**config.mk**
```make
export PLATFORM = sky130hd
export DESIGN_NAME = spq_cell
export DESIGN_NICKNAME = d
export VERILOG_FILES = /design/src/rtl/spq_pkg.sv /design/src/rtl/spq_cell.sv
export SDC_FILE = /design/constraint.sdc
export NUM_CORES = 1
export LEC_CHECK = 0
export ABC_CLOCK_PERIOD_IN_PS = 2000
export BUFFER_PORTS_ARGS = -buffer_cell sky130_fd_sc_hd__buf_2
export CAP_MARGIN = 20
export CORE_MARGIN = 1
export CORE_UTILIZATION = 38
export DETAILED_ROUTE_END_ITERATION = 10
export GPL_TIMING_DRIVEN = 0
export PLACE_DENSITY = 0.76
export SLEW_MARGIN = 20
export SYNTH_ARGS = -nofsm -noshare
export SYNTH_HDL_FRONTEND = slang
export SYNTH_SLANG_ARGS = --single-unit
```
**constraint.sdc**
```tcl
create_clock -name clk -period 2 [get_ports clk]
set_input_delay 0.2 -clock clk [delete_from_list [all_inputs] [get_ports clk]]
set_output_delay 0.2 -clock clk [all_outputs]
set_load 0.01 [all_outputs]
```
**src/rtl/spq_pkg.sv**
```systemverilog
// Package for the sorted priority queue: default sizes, fixed field widths
// and the control word shared by the top level and the queue cells.
// No dependencies.
`timescale 1ns / 1ps

package spq_pkg;

  // default configuration
  localparam int DEPTH_DEF     = 128;
  localparam int PRIO_BITS_DEF = 4;
  localparam int TAG_BITS_DEF  = 16;

  // occupancy field is a fixed-width report of the low count bits
  localparam int OCC_W = 8;

  // operation codes carried on in_cmd
  localparam logic CMD_ENQ = 1'b0;
  localparam logic CMD_DEQ = 1'b1;

  // per-cycle command broadcast to every cell
  typedef struct packed {
    logic enq;   // insert the new word at its sorted place
    logic deq;   // shift everything one place toward the head
  } spq_ctrl_t;

endpackage

```
**src/rtl/spq_cell.sv**
```systemverilog
// One queue cell: holds a single entry and trades it with its neighbors.
// Depends on spq_pkg for the control word type.
`timescale 1ns / 1ps

module spq_cell import spq_pkg::*; #(
  parameter int PRIO_BITS = PRIO_BITS_DEF,
  parameter int TAG_BITS  = TAG_BITS_DEF
) (
  input  logic                 clk,
  input  spq_ctrl_t            ctrl,
  input  logic                 occupied,    // this cell holds a live entry
  input  logic [PRIO_BITS-1:0] new_prio,
  input  logic [TAG_BITS-1:0]  new_tag,
  input  logic                 left_le,     // neighbor toward head keeps its entry
  input  logic [PRIO_BITS-1:0] left_prio,
  input  logic [TAG_BITS-1:0]  left_tag,
  input  logic [PRIO_BITS-1:0] right_prio,
  input  logic [TAG_BITS-1:0]  right_tag,
  output logic                 le,          // entry is served before the new word
  output logic [PRIO_BITS-1:0] prio,
  output logic [TAG_BITS-1:0]  tag
);

  logic [PRIO_BITS-1:0] prio_r, prio_nxt;
  logic [TAG_BITS-1:0]  tag_r, tag_nxt;

  // equal priority stays ahead, so ties leave in arrival order
  assign le = occupied && (prio_r <= new_prio);

  // keep, take the new word, take from the left, or shift in from the right
  always_comb begin
    prio_nxt = prio_r;
    tag_nxt  = tag_r;
    if (ctrl.enq && !le) begin
      if (left_le) begin
        prio_nxt = new_prio;
        tag_nxt  = new_tag;
      end else begin
        prio_nxt = left_prio;
        tag_nxt  = left_tag;
      end
    end else if (ctrl.deq) begin
      prio_nxt = right_prio;
      tag_nxt  = right_tag;
    end
  end

  always_ff @(posedge clk) begin
    prio_r <= prio_nxt;
    tag_r  <= tag_nxt;
  end

  assign prio = prio_r;
  assign tag  = tag_r;

endmodule

```
==> results of run 1 <==
==> repair_timing <==
action,4_1_cts,5_1_grt
pin swaps,1,0
hold buffers,0,0
cloned,1,0
gates resized for setup,1,1
endpoints found under the setup margin,20,32
==> flip-flops by register name (all words and copies together), names as in the netlist <==
| register | cells |
|---|---|
| tag | 16 |
| prio | 4 |
==> cell families after synthesis <==
group           count (synthesis)  synth area share, %
flops                          20                 45.9
simple gates                    6                 2.68
mux                            40                 39.9
fa+ha+maj                       4                 3.82
buf+inv                         9                 5.07
compound gates                  4                 2.68
==> area by class of cell <==
class | count | area, um2 | area share [%]
buffer | 4 | 47.5 | 2.61
multi-input combinational | 55 | 657 | 36.1
sequential | 20 | 601 | 33.0
timing repair buffer | 84 | 420 | 23.1
inverter | 5 | 18.8 | 1.03
clock buffer | 3 | 22.5 | 1.24
tap | 44 | 55.1 | 3.02
==> placed cells by master (no fill, tap or decap) <==
master    instances
and2_1            1
o21ai_0           1
inv_1             5
buf_12            2
buf_2            84
or2_4             2
clkbuf_4          3
o21ai_1           1
nor2_1            1
ha_1              4
nand4_1           1
o221a_4           1
mux2_2           21
nand2b_1          2
clkbuf_1          2
a21oi_2           1
mux2_4           19
edfxtp_1         20
==> stage by stage <==
stage	hold WS, ns	TNS, ns	instance area (um2)	setup slack, ns
2_1_floorplan	0.418	0	1310	0.0857
3_3_place_gp	0.502	0	1790	0.0170
3_5_place_dp	0.503	-0.586	1790	-0.0303
4_1_cts	0.198	0	1820	0.0301
5_1_grt	0.182	0	1820	0.0161
6_report	0.205	0	1820	0.0852
==> Yosys cell counts <==
master    number
nand4_1        1
o221a_4        1
buf_12         2
o21ai_1        1
and2_1         1
nor2_1         1
mux2_2        21
edfxtp_1      20
ha_1           4
a21oi_1        1
or2_2          1
clkbuf_1       2
o21ai_0        1
inv_1          5
mux2_4        19
nand2b_1       2
==> layer usage <==
layer / part of all wire (%) / track usage [%] / vias to the layer above
li1: - / - / 492
met1: 37 / 18.8 / 465
met2: 57 / 30.3 / 35
met3: 4.0 / 1.71 / 2
met4: 1.2 / 7.47 / 0
met5: 0 / 0 / -
==> worst reg2reg max path, stage by stage, from the launching register on <==
cell,delay [ns]
edfxtp_1,0.40
ha_1,0.30
o21ai_1,0.16
a21oi_2,0.06
o221a_4,0.27
buf_12,0.16
or2_4,0.32
==> worst paths after layout <==
path | depth (start not counted) | slack (ns) | start | end
max | 6 | 0.09 | prio[2] | tag[7]
min | 2 | 0.20 | right_tag[4] | tag[4]
max reg2reg | 6 | 0.09 | prio[2] | tag[7]
min reg2reg | 4 | 1.14 | prio[3] | prio[3]
==> where the power goes <==
group          switching (mW)  internal, mW  total [mW]
Sequential             0.0150         0.531       0.546
Clock                   0.110        0.0698       0.180
Combinational           0.160         0.229       0.389
Total                   0.285         0.830        1.11
==> results by group, run 1 <==
Run status
  • Status: completed

Yosys
  • Syn nets: 152
  • Synthesized area per cell: 15.8 um2
  • Seq/Total Area, Yosys: 45.9%
  • Synth cell types: 16
  • Syn Std Cell Area: 1310 um2
  • Top post-synthesis cells by area: edfxtp_1, mux2_4, mux2_2
  • Post-synth top area share: 45.9%
  • Register bit total from synthesis: 20
  • Synth warn: 0
  • Yosys top cell by area: edfxtp_1
  • Synthesized instance count: 83

Critical path
  • Crit-path slowest cell: edfxtp_1
  • CP Max Fanout: 11
  • Worst path required time: about 2.0 ns
  • Crit Path Class: flop to flop
  • WP buf/inv: 1
  • CP Data Arrival Time: between 1.5 and 2 ns
  • Worst path cell trace: ha_1 -> o21ai_1 -> a21oi_2 -> o221a_4 -> buf_12 -> or2_4
  • CP max stage delay: 0.40 ns
  • Crit end category: flop
  • CP startpoint kind: flop
  • Cell family with most CP delay: compound AO/OA/AOI/OAI gates

CTS
  • Sink Count: 20
  • CTS tree: done
  • CTS Buffer Depth: 2
  • Root buffer cell: clkbuf_4
  • # H-tree levels: 1
  • Worst-Skew Late Latency: 0.28 ns
  • Num CTS Buffers: 3
  • Clock Pin Slew Worst Setup and Hold Paths: roughly 0.10 ns
  • Post-CTS setup buffers: 0

Min path
  • Hold crit path type: input port to flop

Pwr
  • Peak VDD IR: around 0.25 mV
  • Pwr dens: 612 nW/um2
  • Static Leak: 0.881 nW
  • Design Power: 1.11 mW

GRT
  • Vias in the first global route: 986
  • Initial antenna violation count: 0
  • First-pass GRT wire length: 4290 um
  • All-Layer GR Usage: 16.3%
  • Grt total ovfl: 0
  • Largest net degree at the start of global routing: 12

Detailed routing
  • Post-route ant nets: 0
  • Vias per cell: 4.62
  • Drt drc: 0
  • 1st-iter DRT viols: 15
  • 1st-pass router iterations: 4
  • Final WL: 2850 um
  • WL per Instance: 13.2 um
  • Vias: just under 1000

Timing
  • Final hold vios: 0
  • Slew @ Worst Pin: 0.556 ns
  • Max Transition Viols Final: 0
  • Max Fclk: around 0.52 GHz
  • Crit share post-route: 95.7%
  • Setup Skew: between 0.002 and 0.003 ns
  • RSZ-0062 raised after global routing: no
  • Slew headroom: between 60 and 70%
  • Post-layout minimum cycle time: 1.91 ns
  • Final setup violating endpoints: 0

Placement
  • Port Buffer Count: 84
  • Hpwl dp: 2340 um
  • # placed instances: 211
  • GPL Wtd Cong: 0.705

Floorplanning
  • Die X-Extent: 60.7 um
  • Die height: 60.7 um
  • Initial Utilization: 41.5%
  • Die area: 3680 um2
  • IO Pins: 86
  • Core Area: roughly 3200 um2
  • Site Rows: 20

Cells and area
  • Final Util: roughly 58%
  • Final #Nets: 242
  • Fillers: roughly 310
  • # diodes: 0
  • Final non-filler cell total: 215
  • Area grow syn2layout: 39.2%
  • Share of cells above drive strength 1: 77.8%

Flow run
  • Number of max-cap violations: 0
Note: power is estimated with default switching activity, not from simulation.
==> inputs of run 2 (changes only) <==
--- a/config.mk
+++ b/config.mk
@@ -5,7 +5,7 @@
 export SDC_FILE = /design/constraint.sdc
 export NUM_CORES = 1
 export LEC_CHECK = 0
-export ABC_CLOCK_PERIOD_IN_PS = 2000
+export ABC_CLOCK_PERIOD_IN_PS = 1500
 export BUFFER_PORTS_ARGS = -buffer_cell sky130_fd_sc_hd__buf_2
 export CAP_MARGIN = 20
 export CORE_MARGIN = 1
==> constraint.sdc (replaced) <==
create_clock -name clk -period 1.5 [get_ports clk]
set_input_delay 0.15 -clock clk [delete_from_list [all_inputs] [get_ports clk]]
set_output_delay 0.15 -clock clk [all_outputs]
set_load 0.01 [all_outputs]
==> results by group, run 2 (same netlist as run 1, synthesis figures left out) <==
Run status
  • Status: finished, violations left
  • Failing checks: setup timing

GRT
  • Initial antenna violation count: 0 (unchanged)
  • Vias in the first global route: 1092 (+11%)
  • All-Layer GR Usage: 17.7% (+1.3 points)
  • Largest net degree at the start of global routing: 14 (+2)
  • Grt total ovfl: 0 (unchanged)
  • First-pass GRT wire length: 4620 um (+7.6%)

Floorplanning
  • Die height: 60.7 um (unchanged)
  • Die X-Extent: 60.7 um (unchanged)
  • Initial Utilization: 41.5% (unchanged)
  • Site Rows: 20 (unchanged)
  • Core Area: 3150 um2 (unchanged)
  • IO Pins: 86 (unchanged)
  • Die area: 3680 um2 (unchanged)

Detailed routing
  • 1st-iter DRT viols: 5 (-10)
  • Vias: 1029 (+3.5%)
  • Vias per cell: 4.68 (+1.2%)
  • 1st-pass router iterations: 2 (-2)
  • Final WL: 3180 um (+12%)
  • Drt drc: 0 (unchanged)
  • Post-route ant nets: 0 (unchanged)
  • WL per Instance: 14.4 um (+9.1%)

Pwr
  • Pint: 1.16 mW (+40%)
  • Static Leak: 0.915 nW (+3.8%)
  • Sequential power share: 46.2% (-2.8 points)
  • Pwr dens: 820 nW/um2 (+34%)
  • Combinational power share: 37.9% (+3.0 points)
  • Clk pwr share: 15.9% (-0.2 points)
  • Peak VDD IR: 0.330 mV (+32%)
  • Sw Ratio: 26.9% (+1.3 points)
  • Switching power: 0.427 mW (+50%)

Critical path
  • Worst path required time: 1.56 ns (-0.48 ns)
  • CP startpoint kind: flop
  • Crit Path Class: flop to flop
  • CP Max Fanout: 13 (+2)
  • CP Data Arrival Time: 1.99 ns (+0.04 ns)
  • Crit end category: flop

CTS
  • # H-tree levels: 1 (unchanged)
  • Root buffer cell: clkbuf_4
  • CTS Buffer Depth: 2 (unchanged)
  • CTS tree: done
  • Sink Count: 20 (unchanged)
  • Num CTS Buffers: 3 (unchanged)
  • Clock Pin Slew Worst Setup and Hold Paths: 0.11 ns (about the same)
  • Worst-Skew Late Latency: 0.29 ns (about the same)

Timing
  • Setup TNS: -16.57 ns (-16.57 ns)
  • Final hold slack: 0.150 ns (-0.0547 ns)
  • RSZ-0062 raised after global routing: yes
  • Crit share post-route: 129% (+33 points)
  • Max Fclk: 0.517 GHz (-1.1%)
  • Post-layout minimum cycle time: 1.94 ns (+0.0204 ns)
  • Setup Skew: 0.000760 ns (-0.00223 ns)
  • Slew @ Worst Pin: 0.546 ns (-0.00974 ns)
  • Final hold vios: 0 (unchanged)
  • Final setup violating endpoints: 41 (+41)
  • Max Transition Viols Final: 0 (unchanged)
  • Setup ws final: -0.435 ns (-0.520 ns)
  • Slew headroom: 63.6% (+0.65 points)

Cells and area
  • Share of cells above drive strength 1: 81.3% (+3.5 points)
  • Most common cell after layout, fill and taps aside: buf_2
  • Area grow syn2layout: 47.9%
  • # diodes: 0 (unchanged)
  • Final #Nets: 247 (+2.1%)
  • Most frequent cells in the layout: buf_2, mux2_2, edfxtp_1
  • Max FFs per register: 16 (unchanged)
  • Fillers: 283 (-9.0%)

Min path
  • Hold crit path type: input port to flop

Placement
  • Hpwl dp: 2340 um (about the same)
  • Port Buffer Count: 84 (unchanged)
  • GPL Wtd Cong: 0.754 (+7.0%)

Flow run
  • Number of max-cap violations: 0 (unchanged)
-- run 2: changes by cell type in the layout (fill, tap and decap cells not counted) --
cell       before  now
nand2b_4        0    1
ha_4            0    3
ha_1            4    1
o21ai_1         1    0
a21oi_2         1    0
a21oi_4         0    1
clkbuf_16       0    1
or2_4           2    4
o21ai_2         0    1
buf_4           0    2
nand2b_1        2    1
-- run 2: per-layer routing --
metal / up-vias / track usage (%) / routed length, um
met1: 477 / 17.2 / 1150
met4: 0 / 11.0 / 63
li1: 509 / - / -
met2: 39 / 33.8 / 1820
met5: - / 0 / 0
met3: 4 / 3.62 / 150
-- run 2: path summary, 6_finish.rpt --
kind | from | endpoint | slack (ns) | cells after the start
max | prio[1] | prio[1] | -0.44 | 6
min | right_tag[5] | tag[5] | 0.15 | 2
max reg2reg | prio[1] | prio[1] | -0.44 | 6
min reg2reg | prio[3] | prio[3] | 1.28 | 5
-- run 2: through the flow --
step | instances | area, um2 | utilization [%] | setup WS [ns] | power, mW
CTS | 219 | 1870 | 59.3 | -0.399 | 1.56
global placement | 211 | 1790 | 56.7 | -0.498 | 1.24
global route | 220 | 1940 | 61.4 | -0.489 | 1.69
finish | 220 | 1940 | 61.4 | -0.435 | 1.59
floorplan | 83 | 1310 | - | -0.414 | 1.07
detailed placement | 211 | 1790 | 56.7 | -0.579 | 1.26
-- run 2: timing repair --
item,4_1_cts,5_1_grt
pin swaps,4,2
resized for setup,6,4
gates cloned,3,1
hold buffers,0,0
setup buffers,2,0
setup endpoints to repair,41,41
-- run 2: layout make-up --
| class | count | area (um2) | area share (%) |
|---|---|---|---|
| Timing Repair Buffer | 87 | 460 | 23.8 |
| Clock buffer | 3 | 22.5 | 1.16 |
| Buffer | 4 | 47.5 | 2.46 |
| Inverter | 5 | 18.8 | 0.970 |
| Multi-Input combinational cell | 57 | 731 | 37.8 |
| Tap cell | 44 | 55.1 | 2.84 |
| Sequential cell | 20 | 601 | 31.0 |
-- run 2: power by group through the flow --
stage	Sequential, mW	Combinational, mW	Clock (mW)
floorplan	0.782	0.285	0
global placement	0.737	0.499	0
detailed placement	0.742	0.520	0
CTS	0.730	0.559	0.270
global route	0.739	0.647	0.301
finish	0.733	0.602	0.253
-- run 2: critical path: stages (launching register included) --
cell and delay [ns]:
edfxtp_1 0.46, ha_4 0.32, nand2b_4 0.06, a21oi_4 0.13
o221a_4 0.25, buf_12 0.17, mux2_4 0.31
