File: src/rtl/spq_pkg.sv
// Package for the sorted priority queue: default sizes, fixed field widths
// and the control word shared by the top level and the queue cells.
// No dependencies.
`timescale 1ns / 1ps

package spq_pkg;

  // default configuration
  localparam int DEPTH_DEF     = 128;
  localparam int PRIO_BITS_DEF = 4;
  localparam int TAG_BITS_DEF  = 16;

  // occupancy field is a fixed-width report of the low count bits
  localparam int OCC_W = 8;

  // operation codes carried on in_cmd
  localparam logic CMD_ENQ = 1'b0;
  localparam logic CMD_DEQ = 1'b1;

  // per-cycle command broadcast to every cell
  typedef struct packed {
    logic enq;   // insert the new word at its sorted place
    logic deq;   // shift everything one place toward the head
  } spq_ctrl_t;

endpackage

File: src/rtl/spq_outbuf.sv
// Result output register with a skid stage so a new word can be taken
// while the previous result waits. Depends on spq_pkg (style only).
`timescale 1ns / 1ps

module spq_outbuf import spq_pkg::*; #(
  parameter int W = 32
) (
  input  logic         clk,
  input  logic         rst_n,
  input  logic         push,
  input  logic [W-1:0] push_data,
  output logic         full,
  output logic         out_valid,
  input  logic         out_stall,
  output logic [W-1:0] out_data
);

  logic         out_valid_r, out_valid_nxt;
  logic         skid_valid_r, skid_valid_nxt;
  logic [W-1:0] out_data_r, out_data_nxt;
  logic [W-1:0] skid_data_r, skid_data_nxt;
  logic         take;

  assign take = out_valid_r && !out_stall;

  // refill output from skid first, park new word in skid when output holds
  always_comb begin
    out_valid_nxt  = out_valid_r;
    out_data_nxt   = out_data_r;
    skid_valid_nxt = skid_valid_r;
    skid_data_nxt  = skid_data_r;
    if (!out_valid_r || take) begin
      if (skid_valid_r) begin
        out_valid_nxt  = 1'b1;
        out_data_nxt   = skid_data_r;
        skid_valid_nxt = 1'b0;
      end else begin
        out_valid_nxt = push;
        out_data_nxt  = push_data;
      end
    end else if (push) begin
      skid_valid_nxt = 1'b1;
      skid_data_nxt  = push_data;
    end
  end

  always_ff @(posedge clk) begin
    if (!rst_n) begin
      out_valid_r  <= 1'b0;
      skid_valid_r <= 1'b0;
    end else begin
      out_valid_r  <= out_valid_nxt;
      skid_valid_r <= skid_valid_nxt;
    end
  end

  always_ff @(posedge clk) begin
    out_data_r  <= out_data_nxt;
    skid_data_r <= skid_data_nxt;
  end

  assign full      = skid_valid_r;
  assign out_valid = out_valid_r;
  assign out_data  = out_data_r;

endmodule

File: config.mk
export PLATFORM = sky130hd
export DESIGN_NAME = spq_outbuf
export DESIGN_NICKNAME = d
export VERILOG_FILES = /design/src/rtl/spq_pkg.sv /design/src/rtl/spq_outbuf.sv
export SDC_FILE = /design/constraint.sdc
export NUM_CORES = 1
export LEC_CHECK = 0
export ABC_AREA = 1
export BUFFER_PORTS_ARGS = -buffer_cell sky130_fd_sc_hd__buf_2
export CAP_MARGIN = 30
export CORE_UTILIZATION = 40
export DETAILED_ROUTE_END_ITERATION = 7
export PLACE_DENSITY_LB_ADDON = 0.05
export SLEW_MARGIN = 20
export SYNTH_ARGS = -nofsm -noshare
export SYNTH_HDL_FRONTEND = slang
export SYNTH_SLANG_ARGS = --single-unit
File: constraint.sdc
create_clock -name clk -period 4.1 [get_ports clk]
set_clock_uncertainty 0.05 [all_clocks]
set_input_delay 0.205 -clock clk [delete_from_list [all_inputs] [get_ports clk]]
set_output_delay 0.205 -clock clk [all_outputs]
set_load 0.005 [all_outputs]
==> metrics.md, run 1 <==
| Metric | Value |
|---|---|
| Maximum VDD drop | 0.0002371 V |
| Power share of the combinational group | 6.1% |
| Longest Clk Path Bufs | 2 |
| Met3 Use GR | 5.114% |
| Seq/Total Area, Yosys | 79.76% |
| Sw Share | 20.35% |
| Initial core utilization | 41.55% |
| Worst r2r src | out_valid |
| Synth cell types | 11 |
| Final setup vio count | 0 |
| Largest net degree at the start of global routing | 40 |
| Syn-to-layout area delta | 23.86% |
| Hold_buf cts | 0 |
| Most frequent cell after synthesis | edfxtp_1 |
| DR vias/cell | 4.297 |
| Synthesized cell area | 2460 sq um |
| Clock net sink count | 66 |
| TritonCTS clock tree | done |
| Clock power share | 36.0% |
| Final nets | 287 |
| Area of the core | 5921 sq um |
| RSZ-0062 raised after global routing | no |
| Internal | 1093 uW |
| Worst-margin pin slew | 920.0 ps |
| First-pass GRT wire length | 6389 um |
| Min-Delay Path Depth | 1 |
| Worst-path clk slew | 60 ps |
| Post-synth top cells | edfxtp_1 (64), nand2_1 (34), inv_1 (33) |
| Mean Syn Cell Area | 13.90 sq um |
| Startpoint Class | flip-flop |
| Share of cells above drive strength 1 | 32.94% |
| N_diodes | 0 |
| Yosys reg bits | 66 |
| Count of pins over their slew limit | 0 |
| Row Count | 28 |
| Buffers & Inverters on Critical Path | 0 |
| Cts bufs inserted | 9 |
| Final Cycle Share | 53.70% |
| IO buf count | 69 |
| Grt met1 use | 17.85% |
| Synth warn | 0 |
| Number of flops mapped to enable cells by yosys | 64 |
| Hold violation count in the final report | 0 |
| MaxCap Viol Count | 0 |
| CP Max Fanout | 33 |
| Ys flop type | edfxtp_1 |
| Most crowded layer after global routing | met2 |
| Final Cell Area | 3047 sq um |
| Die area | 6467 sq um |
| CP Class | flip-flop to flip-flop |
| Syn Nets | 213 |
| CP cell instances | nand2_2 > nor2_4 |
| Leading area contributor after synthesis | edfxtp_1 |
| Post-CTS setup buffers | 0 |
| Final wirelength | 3938 um |
| Async S/R FF share, synth | 0% |
| Fillers | 532 |
| Post-synthesis xor/xnor area fraction | 0% |
| 1st-iter DRT viols | 104 |
| Synth Area in Simple Gates | 5.849% |
| Worst hold-check path type | input pin to flip-flop |
| Slowest stage cell, crit path | nor2_4 |
| Post-Place Cells | 315 |
| Critical Path RT | 3990 ps |
| Overflow after GRT | 0 |
| Adder-Cell Fraction of Synth Area | 0% |
| Crit-path leading delay family | simple AND/OR/NAND/NOR gates |
| Placed instance area | 2873 sq um |
| Reg-to-Reg End | skid_data_r[28] |
| Final period demand of the worst path | 2202 ps |
| Reg2Reg Depth | 2 |
| Die X | 80.42 um |
| Crit path arrival time | 2100 ps |
| Sw power | 279.3 uW |
| H-tree levels | 3 |
| Routed vias | 1418 |
| Remaining antenna violation count | 0 |
| Power per Cell Area | 450.4 nW/um^2 |
| Drt pass-1 iters | 4 |
| RD Place Congestion | 0.6555 |
| Multiplexer share of the synthesized area | 0% |
| Compound-Gate Fraction of Synth Area | 6.714% |
| Hold Slack | 17.74 ps |
| Resize count post-CTS | 0 |
| Fmax | 454.2 MHz |
| Fin worst setup slack | 1898 ps |
| Status | complete, no violations |
| Initial antenna violation count | 0 |
| Vias in the first global route | 1328 |
| Main combinational cell family by area after synthesis | buffers and inverters |
| Clk Latency, worst-skew pair | 320 ps |
| Total GRT Usage | 13.86% |
| Gate Count Post-Synth | 177 |
| Setup Slack @ Placement | 1797 ps |
| Die H | 80.42 um |
| Leakage | 0.001266 uW |
| Root buffer cell | clkbuf_8 |
| Detailed placement HPWL | 2497 um |
| Reg2reg setup slack | 1900 ps |
| Top cells by area, synth | edfxtp_1 (78%), nand2_1 (5.2%), inv_1 (5.0%) |
| Routing usage on met2 | 19.92% |
| Final TNS setup | 0 ps |
| Worst setup EP type | flip-flop |
| Reg power frac | 57.9% |
| Hold Crit Endpoint | skid_data_r[5] |
| Slew margin rel. | 38.52% |
| Number of I/O pins | 70 |
| HP Start | push_data[5] |
| Post-synth top area share | 78.13% |
| Slowest stage delay, CP | 920 ps |
| Cell Count, Final, Fillers Out | 330 |
| Avg WL per Cell | 11.93 um |
| DRC viols | 0 |
per-stage QoR:
stage,util [%],power [uW]
floorplan,-,839.8
global placement,48.06,892.4
detailed placement,48.52,895.6
CTS,51.46,1389
global route,51.46,1428
finish,51.46,1372
routing by layer:
| layer | share of wire (%) | up-vias | wire, um |
|---|---|---|---|
| met3 | 7.4 | 6 | 290 |
| met5 | 0 | - | 0 |
| met2 | 44 | 47 | 1716 |
| met4 | 1.6 | 0 | 64 |
| met1 | 47 | 621 | 1867 |
| li1 | - | 744 | - |
placed cells by master (no fill, tap or decap):
cell,count
clkbuf_8,9
o21ai_0,23
nor2_4,1
nand2_1,33
clkinv_2,1
buf_2,69
inv_1,33
buf_16,1
nor2_1,2
o21ai_1,10
clkinv_1,3
dfxtp_1,1
nand2_2,1
bufinv_16,1
clkbuf_1,1
nand3_1,1
dfxtp_2,1
edfxtp_1,64
power by group through the flow:
stage | sequential [uW] | clock, uW | combinational, uW
2_1_floorplan | 811 | 0 | 28.7
3_3_place_gp | 811 | 0 | 81.8
3_5_place_dp | 809 | 0 | 86.8
4_1_cts | 795 | 508 | 86.5
5_1_grt | 798 | 532 | 97.4
6_report | 794 | 494 | 84.1
how the worst max path moves through the flow:
stage / startpoint / to / cells past startpoint
6_report: out_valid / skid_data_r[28] / 2
5_1_grt: out_valid / skid_data_r[25] / 2
4_1_cts: out_valid / skid_data_r[25] / 2
3_5_place_dp: out_valid / skid_data_r[13] / 2
3_3_place_gp: out_valid / skid_data_r[18] / 2
2_1_floorplan: out_valid / skid_data_r[0] / 2
cell families after synthesis:
group,after synthesis
DFF,66
AOI/OAI and AO/OA,33
buffers and inverters,40
and+or+nand+nor,38
cell type report:
| type | count | area [sq um] | share of cell area, % |
|---|---|---|---|
| multi-input cells | 71 | 319.1 | 10.47 |
| clock buffers | 10 | 127.6 | 4.189 |
| well taps | 75 | 93.84 | 3.080 |
| clock inverters | 5 | 46.29 | 1.520 |
| flip-flops and latches | 66 | 1963 | 64.44 |
| repair buffers | 70 | 372.9 | 12.24 |
| inverters | 33 | 123.9 | 4.066 |
sequential cells by signal (all words and copies together) (netlist names):
register     flops
out_data        32
out_valid        1
full             1
skid_data_r     32
Power figures use the tool's default switching activity.
==> inputs of run 2 (changes only) <==
--- a/config.mk
+++ b/config.mk
@@ -5,7 +5,7 @@
 export SDC_FILE = /design/constraint.sdc
 export NUM_CORES = 1
 export LEC_CHECK = 0
-export ABC_AREA = 1
+export ABC_AREA = 0
 export BUFFER_PORTS_ARGS = -buffer_cell sky130_fd_sc_hd__buf_2
 export CAP_MARGIN = 30
 export CORE_UTILIZATION = 40
==> constraint.sdc (replaced) <==
create_clock -name clk -period 1.98 [get_ports clk]
set_clock_uncertainty 0.05 [all_clocks]
set_input_delay 0.099 -clock clk [delete_from_list [all_inputs] [get_ports clk]]
set_output_delay 0.099 -clock clk [all_outputs]
set_load 0.005 [all_outputs]
==> metrics.md, run 2 <==
| Metric | Value |
|---|---|
| CP Class | flip-flop to flip-flop (unchanged) |
| Hold violation count in the final report | 0 (unchanged) |
| Clock net sink count | 66 (unchanged) |
| Reg-to-Reg End | out_data[4] (was skid_data_r[28]) |
| Routed vias | 1332 (was 1418) |
| Fillers | 490 (was 532) |
| Hold Crit Endpoint | full (was skid_data_r[5]) |
| Async S/R FF share, synth | 0% (unchanged) |
| Worst hold-check path type | input pin to flip-flop (unchanged) |
| Drt pass-1 iters | 4 (unchanged) |
| Remaining antenna violation count | 0 (unchanged) |
| Clk Latency, worst-skew pair | 330 ps (was 320 ps) |
| Area of the multi-input gates | 509.2 sq um (was 319.1 sq um) |
| Initial antenna violation count | 0 (unchanged) |
| Top cells by area, synth | edfxtp_1 (76%), mux2_4 (17%), buf_12 (2.4%) (was edfxtp_1 (78%), nand2_1 (5.2%), inv_1 (5.0%)) |
| Final wirelength | 4342 um (was 3938 um) |
| Syn Nets | 143 (was 213) |
| Gate Count Post-Synth | 107 (was 177) |
| N_diodes | 0 (unchanged) |
| DR vias/cell | 4.440 (was 4.297) |
| IO buf count | 69 (unchanged) |
| Synth warn | 0 (unchanged) |
| Post-synth top cells | edfxtp_1 (64), mux2_4 (29), buf_12 (3), mux2_2 (3), dfxtp_1 (2) (was edfxtp_1 (64), nand2_1 (34), inv_1 (33)) |
| Total area of sequential cells | 1963 sq um (unchanged) |
| Worst-path clk slew | 60 ps (about the same) |
| Largest net degree at the start of global routing | 20 (was 40) |
| Min-Delay Path Depth | 3 (was 1) |
| Number of flops mapped to enable cells by yosys | 64 (unchanged) |
| Most common cell after layout, fill and taps aside | buf_2 (unchanged) |
| Die X | 81.67 um (was 80.42 um) |
| Most frequent cell after synthesis | edfxtp_1 (unchanged) |
| Slew margin rel. | 70.77% (was 38.52%) |
| Post-Place Cells | 251 (was 315) |
| Final nets | 256 (was 287) |
| Detailed placement HPWL | 2784 um (was 2497 um) |
| Final period demand of the worst path | 1423 ps (was 2202 ps) |
| Cts bufs inserted | 9 (unchanged) |
| H-tree levels | 3 (unchanged) |
| Power per Cell Area | 812.4 nW/um^2 (was 450.4 nW/um^2) |
| Root buffer cell | clkbuf_8 (unchanged) |
| Fmax | 702.9 MHz (was 454.2 MHz) |
| RD Place Congestion | 0.6332 (was 0.6555) |
| Leakage | 0.001392 uW (was 0.001266 uW) |
| Count of pins over their slew limit | 0 (unchanged) |
| Overflow after GRT | 0 (unchanged) |
| Startpoint Class | flip-flop (unchanged) |
| TritonCTS clock tree | done (unchanged) |
| Avg WL per Cell | 14.47 um (was 11.93 um) |
| Cell Count, Final, Fillers Out | 300 (was 330) |
| Worst setup EP type | flip-flop (unchanged) |
| Reg2Reg Depth | 2 (unchanged) |
| Post-CTS setup buffers | 0 (unchanged) |
| Status | complete, no violations (unchanged) |
| Resize count post-CTS | 0 (unchanged) |
| Longest Clk Path Bufs | 2 (unchanged) |
| Die H | 81.67 um (was 80.42 um) |
| Final TNS setup | 0 ps (unchanged) |
| RSZ-0062 raised after global routing | no (unchanged) |
| Mean Syn Cell Area | 23.73 sq um (was 13.90 sq um) |
| Worst r2r src | full (was out_valid) |
| Maximum VDD drop | 0.0004131 V (was 0.0002371 V) |
| Final setup vio count | 0 (unchanged) |
| Seq/Total Area, Yosys | 77.28% (was 79.76%) |
| Vias in the first global route | 1418 (was 1328) |
| Row Count | 28 (unchanged) |
| Area of the core | 6026 sq um (was 5921 sq um) |
| Post-synth top area share | 75.70% (was 78.13%) |
| Final Cycle Share | 71.85% (was 53.70%) |
| Reg2reg setup slack | 560 ps (was 1900 ps) |
| Synth cell types | 11 (unchanged) |
| Number of I/O pins | 70 (unchanged) |
| Most frequent cells in the layout | buf_2 (69), edfxtp_1 (64), dlygate4sd3_1 (33) (was buf_2 (69), edfxtp_1 (64), inv_1 (33), nand2_1 (33), o21ai_0 (23)) |
| Syn-to-layout area delta | 37.21% (was 23.86%) |
| Hold_buf cts | 33 (was 0) |
| Critical Path RT | 2000 ps (was 3990 ps) |
| Die area | 6669 sq um (was 6467 sq um) |
| First-pass GRT wire length | 6893 um (was 6389 um) |
| Initial core utilization | 42.13% (was 41.55%) |
| Ys flop type | edfxtp_1 (unchanged) |
| CP Max Fanout | 14 (was 33) |
| 1st-iter DRT viols | 60 (was 104) |
| DRC viols | 0 (unchanged) |
| Leading area contributor after synthesis | edfxtp_1 (unchanged) |
| Synthesized cell area | 2539 sq um (was 2460 sq um) |
| Worst-margin pin slew | 436.8 ps (was 920.0 ps) |
| Share of cells above drive strength 1 | 53.78% (was 32.94%) |
| Crit path arrival time | 1440 ps (was 2100 ps) |
| Total GRT Usage | 14.59% (was 13.86%) |
| MaxCap Viol Count | 0 (unchanged) |
| HP Start | push (was push_data[5]) |
| Yosys reg bits | 66 (unchanged) |
run 2: worst max path at each step:
stage / start / endpoint / slack (ps) / cells past startpoint
detailed placement: full / out_data[23] / 550 / 2
finish: full / out_data[4] / 560 / 2
floorplan: out_valid / skid_data_r[0] / 350 / 1
global route: out_valid / skid_data_r[30] / 520 / 2
global placement: full / out_data[22] / 580 / 2
CTS: full / out_data[26] / 550 / 2
run 2: through the flow:
stage	util [%]	hold WS, ps	power [uW]	setup WS, ps	instance area [sq um]
after floorplan	-	147.9	1754	351.8	2539
after CTS	57.81	21.36	2862	550.9	3483
after global routing	57.81	45.33	2945	516.4	3483
final	57.81	30.53	2830	557.4	3483
after detailed placement	49.65	244.3	1869	552.6	2992
after global placement	49.65	242.2	1862	581.1	2992
run 2: final cells by class:
| class | count | share of cell area (%) |
|---|---|---|
| Multi-Input combinational cell | 37 | 14.62 |
| Timing Repair Buffer | 106 | 21.70 |
| Tap cell | 75 | 2.694 |
| Sequential cell | 66 | 56.36 |
| Clock buffer | 15 | 4.490 |
| Clock inverter | 1 | 0.1437 |
run 2: routing by layer:
layer  up-vias  track usage [%]  wire length [um]  part of all wire, %
li1        647                -                 -                    -
met1       626            18.94              2048                   47
met2        49            22.42              2000                   46
met3        10            3.778               210                  4.8
met4         0            7.895                82                  1.9
met5         -                0                 0                    0
run 2: cell families after synthesis:
| group | synth area share (%) |
|---|---|
| buffers and inverters | 2.809 |
| AND/OR/NAND/NOR | 1.134 |
| flip-flops | 77.28 |
| multiplexers | 18.48 |
| AO/OA/AOI/OAI | 0.2958 |
run 2: where the power goes:
group | total [uW] | internal (uW) | leakage, uW | switching (uW)
combinational | 254 | 163 | 0.000671 | 91.5
clock | 945 | 490 | 0.0000817 | 455
sequential | 1630 | 1610 | 0.000640 | 20.4
total | 2830 | 2260 | 0.00139 | 566
run 2: critical path, stage by stage, from the launching register on:
cell     delay [ps]
dfxtp_2         580
buf_12          230
mux2_4          310
==> inputs of run 3 (changes only) <==
--- a/config.mk
+++ b/config.mk
@@ -5,7 +5,7 @@
 export SDC_FILE = /design/constraint.sdc
 export NUM_CORES = 1
 export LEC_CHECK = 0
-export ABC_AREA = 0
+export ABC_AREA = 1
 export BUFFER_PORTS_ARGS = -buffer_cell sky130_fd_sc_hd__buf_2
 export CAP_MARGIN = 30
 export CORE_UTILIZATION = 40
==> constraint.sdc (replaced) <==
create_clock -name clk -period 1.4 [get_ports clk]
set_clock_uncertainty 0.05 [all_clocks]
set_input_delay 0.07 -clock clk [delete_from_list [all_inputs] [get_ports clk]]
set_output_delay 0.07 -clock clk [all_outputs]
set_load 0.005 [all_outputs]
==> metrics.md, run 3 (same netlist as run 1, synthesis figures left out) <==
| Metric | Value |
|---|---|
| Avg WL per Cell | 11.22 um (was 14.47 um) |
| IO buf count | 69 (unchanged) |
| Vias in the first global route | 1519 (was 1418) |
| Startpoint Class | input pin (was flip-flop) |
| Overflow after GRT | 0 (unchanged) |
| Slowest stage delay, CP | 520 ps (was 580 ps) |
| Buffers & Inverters on Critical Path | 3 (was 1) |
| Resize count post-CTS | 0 (unchanged) |
| Internal | 3293 uW (was 2264 uW) |
| Longest Clk Path Bufs | 2 (unchanged) |
| Total GRT Usage | 14.43% (was 14.59%) |
| Reg2reg setup slack | 200 ps (was 560 ps) |
| Reg-to-Reg End | skid_data_r[1] (was out_data[4]) |
| Fillers | 522 (was 490) |
| Power share of the combinational group | 8.4% (was 9.0%) |
| Worst setup EP type | flip-flop (unchanged) |
| Worst-path clk slew | 70 ps (was 60 ps) |
| Hold Slack | 418.7 ps (was 30.53 ps) |
| Detailed placement HPWL | 2605 um (was 2784 um) |
| MaxCap Viol Count | 0 (unchanged) |
| Critical Path RT | 1380 ps (was 2000 ps) |
| Min-Delay Path Depth | 2 (was 3) |
| TritonCTS clock tree | done (unchanged) |
| RSZ-0062 raised after global routing | no (unchanged) |
| H-tree levels | 3 (unchanged) |
| N_diodes | 0 (unchanged) |
| Final setup vio count | 0 (unchanged) |
| Number of I/O pins | 70 (unchanged) |
| Die H | 80.42 um (was 81.67 um) |
| Reg2Reg Depth | 3 (was 2) |
| Clock power share | 35.3% (was 33.4%) |
| Clk Latency, worst-skew pair | 320 ps (was 330 ps) |
| Final period demand of the worst path | 1260 ps |
| 1st-iter DRT viols | 99 (was 60) |
| Worst hold-check path type | input pin to flip-flop (unchanged) |
| Final Cycle Share | 89.98% |
| Worst r2r src | out_valid (was full) |
| Row Count | 28 (unchanged) |
| CP Class | input pin to flip-flop (was flip-flop to flip-flop) |
| Initial core utilization | 41.55% (was 42.13%) |
| Most common cell after layout, fill and taps aside | buf_2 (unchanged) |
| Hold violation count in the final report | 0 (unchanged) |
| Setup Slack @ Placement | 179.1 ps (was 552.6 ps) |
| Root buffer cell | clkbuf_8 (unchanged) |
| Syn-to-layout area delta | 40.90% (was 37.21%) |
| Start point of the critical path | out_stall (was full) |
| Worst-margin pin slew | 229.3 ps (was 436.8 ps) |
| Fmax | 793.8 MHz |
| Sw Share | 20.05% (was 20.01%) |
| Drt pass-1 iters | 4 (unchanged) |
| RD Place Congestion | 0.6594 (was 0.6332) |
| Hold Crit Endpoint | skid_data_r[26] (was full) |
| Routed vias | 1599 (was 1332) |
| DRC viols | 0 (unchanged) |
| Final wirelength | 4152 um (was 4342 um) |
| Fin worst setup slack | 140.3 ps (was 557.4 ps) |
| Area of the core | 5921 sq um (was 6026 sq um) |
| Largest net degree at the start of global routing | 41 (was 20) |
| Cts bufs inserted | 9 (unchanged) |
| Slew margin rel. | 84.71% (was 70.77%) |
| HP Start | push_data[26] (was push) |
| Power per Cell Area | 1188 nW/um^2 (was 812.4 nW/um^2) |
| Crit-path leading delay family | buffers and inverters (was flip-flops) |
| Status | complete, no violations (unchanged) |
| First-pass GRT wire length | 6672 um (was 6893 um) |
| DR vias/cell | 4.322 (was 4.440) |
| Die X | 80.42 um (was 81.67 um) |
| Hold_buf cts | 35 (was 33) |
| Post-CTS setup buffers | 0 (unchanged) |
| Sw power | 825.8 uW (was 566.4 uW) |
| Die area | 6467 sq um (was 6669 sq um) |
| CP Max Fanout | 12 (was 14) |
| Crit path arrival time | 1240 ps (was 1440 ps) |
| Maximum VDD drop | 0.0006144 V (was 0.0004131 V) |
| CP cell instances | dlygate4sd3_1 > buf_2 > nand2_8 > nor2_4 > buf_4 (was buf_12 > mux2_4) |
| Reg power frac | 56.3% (was 57.6%) |
| Count of pins over their slew limit | 0 (unchanged) |
| Initial antenna violation count | 0 (unchanged) |
| Slowest stage cell, crit path | dlygate4sd3_1 (was dfxtp_2) |
| Final nets | 326 (was 256) |
| Most frequent cells in the layout | buf_2 (69), edfxtp_1 (64), dlygate4sd3_1 (35) (was buf_2 (69), edfxtp_1 (64), dlygate4sd3_1 (33)) |
| Leakage | 0.001441 uW (was 0.001392 uW) |
| Share of cells above drive strength 1 | 30.17% (was 53.78%) |
| Clock net sink count | 66 (unchanged) |
| Remaining antenna violation count | 0 (unchanged) |
run 3: cell count changes in the layout (fill, tap and decap cells not counted), moves of 2 or more:
cell           previous run  this run
buf_4                     0         2
nand2_1                   0        33
o21ai_0                   0        23
clkbuf_1                  5         3
nor2_1                    0         2
inv_1                     0        33
o21ai_1                   0        10
dlygate4sd3_1            33        35
mux2_4                   29         0
clkinv_1                  0         2
mux2_2                    3         0
run 3: layout make-up:
class,instances,area [sq um],share of cell area [%]
multi-input cells,71,332.8,9.603
flip-flops and latches,66,1967,56.75
clock buffers,12,135.1,3.899
repair buffers,109,770.7,22.24
clock inverters,4,42.54,1.227
well taps,75,93.84,2.708
inverters,33,123.9,3.574
run 3: metrics by stage:
| stage | util, % | setup TNS, ps | instance area [sq um] | power, uW | std cells |
|---|---|---|---|---|---|
| 5_1_grt | 58.54 | 0 | 3466 | 4308 | 370 |
| 3_3_place_gp | 49.62 | 0 | 2938 | 2636 | 319 |
| 6_report | 58.54 | 0 | 3466 | 4119 | 370 |
| 4_1_cts | 58.54 | 0 | 3466 | 4173 | 370 |
| 2_1_floorplan | - | -3437 | 2487 | 2465 | 177 |
| 3_5_place_dp | 49.62 | 0 | 2938 | 2639 | 319 |
run 3: power by group through the flow:
stage          Clock [uW]  Sequential [uW]  Combinational [uW]
2_1_floorplan           0             2380                89.1
3_3_place_gp            0             2360                 272
3_5_place_dp            0             2360                 277
4_1_cts              1500             2320                 353
5_1_grt              1590             2330                 389
6_report             1450             2320                 345
run 3: layer usage:
| metal | vias up | wire length, um | global-route usage, % |
|---|---|---|---|
| met1 | 723 | 1793 | 16.83 |
| li1 | 823 | - | - |
| met2 | 44 | 2067 | 23.47 |
| met3 | 9 | 210 | 3.523 |
| met5 | - | 0 | 0 |
| met4 | 0 | 80 | 9.643 |
run 3: how the worst max path moves through the flow:
stage | endpoint | slack [ps] | cells after the start
after floorplan | skid_data_r[0] | -110 | 2
after global placement | skid_data_r[3] | 200 | 3
after detailed placement | skid_data_r[3] | 180 | 3
after CTS | skid_data_r[3] | 140 | 5
after global routing | skid_data_r[3] | 100 | 5
final | skid_data_r[1] | 140 | 5
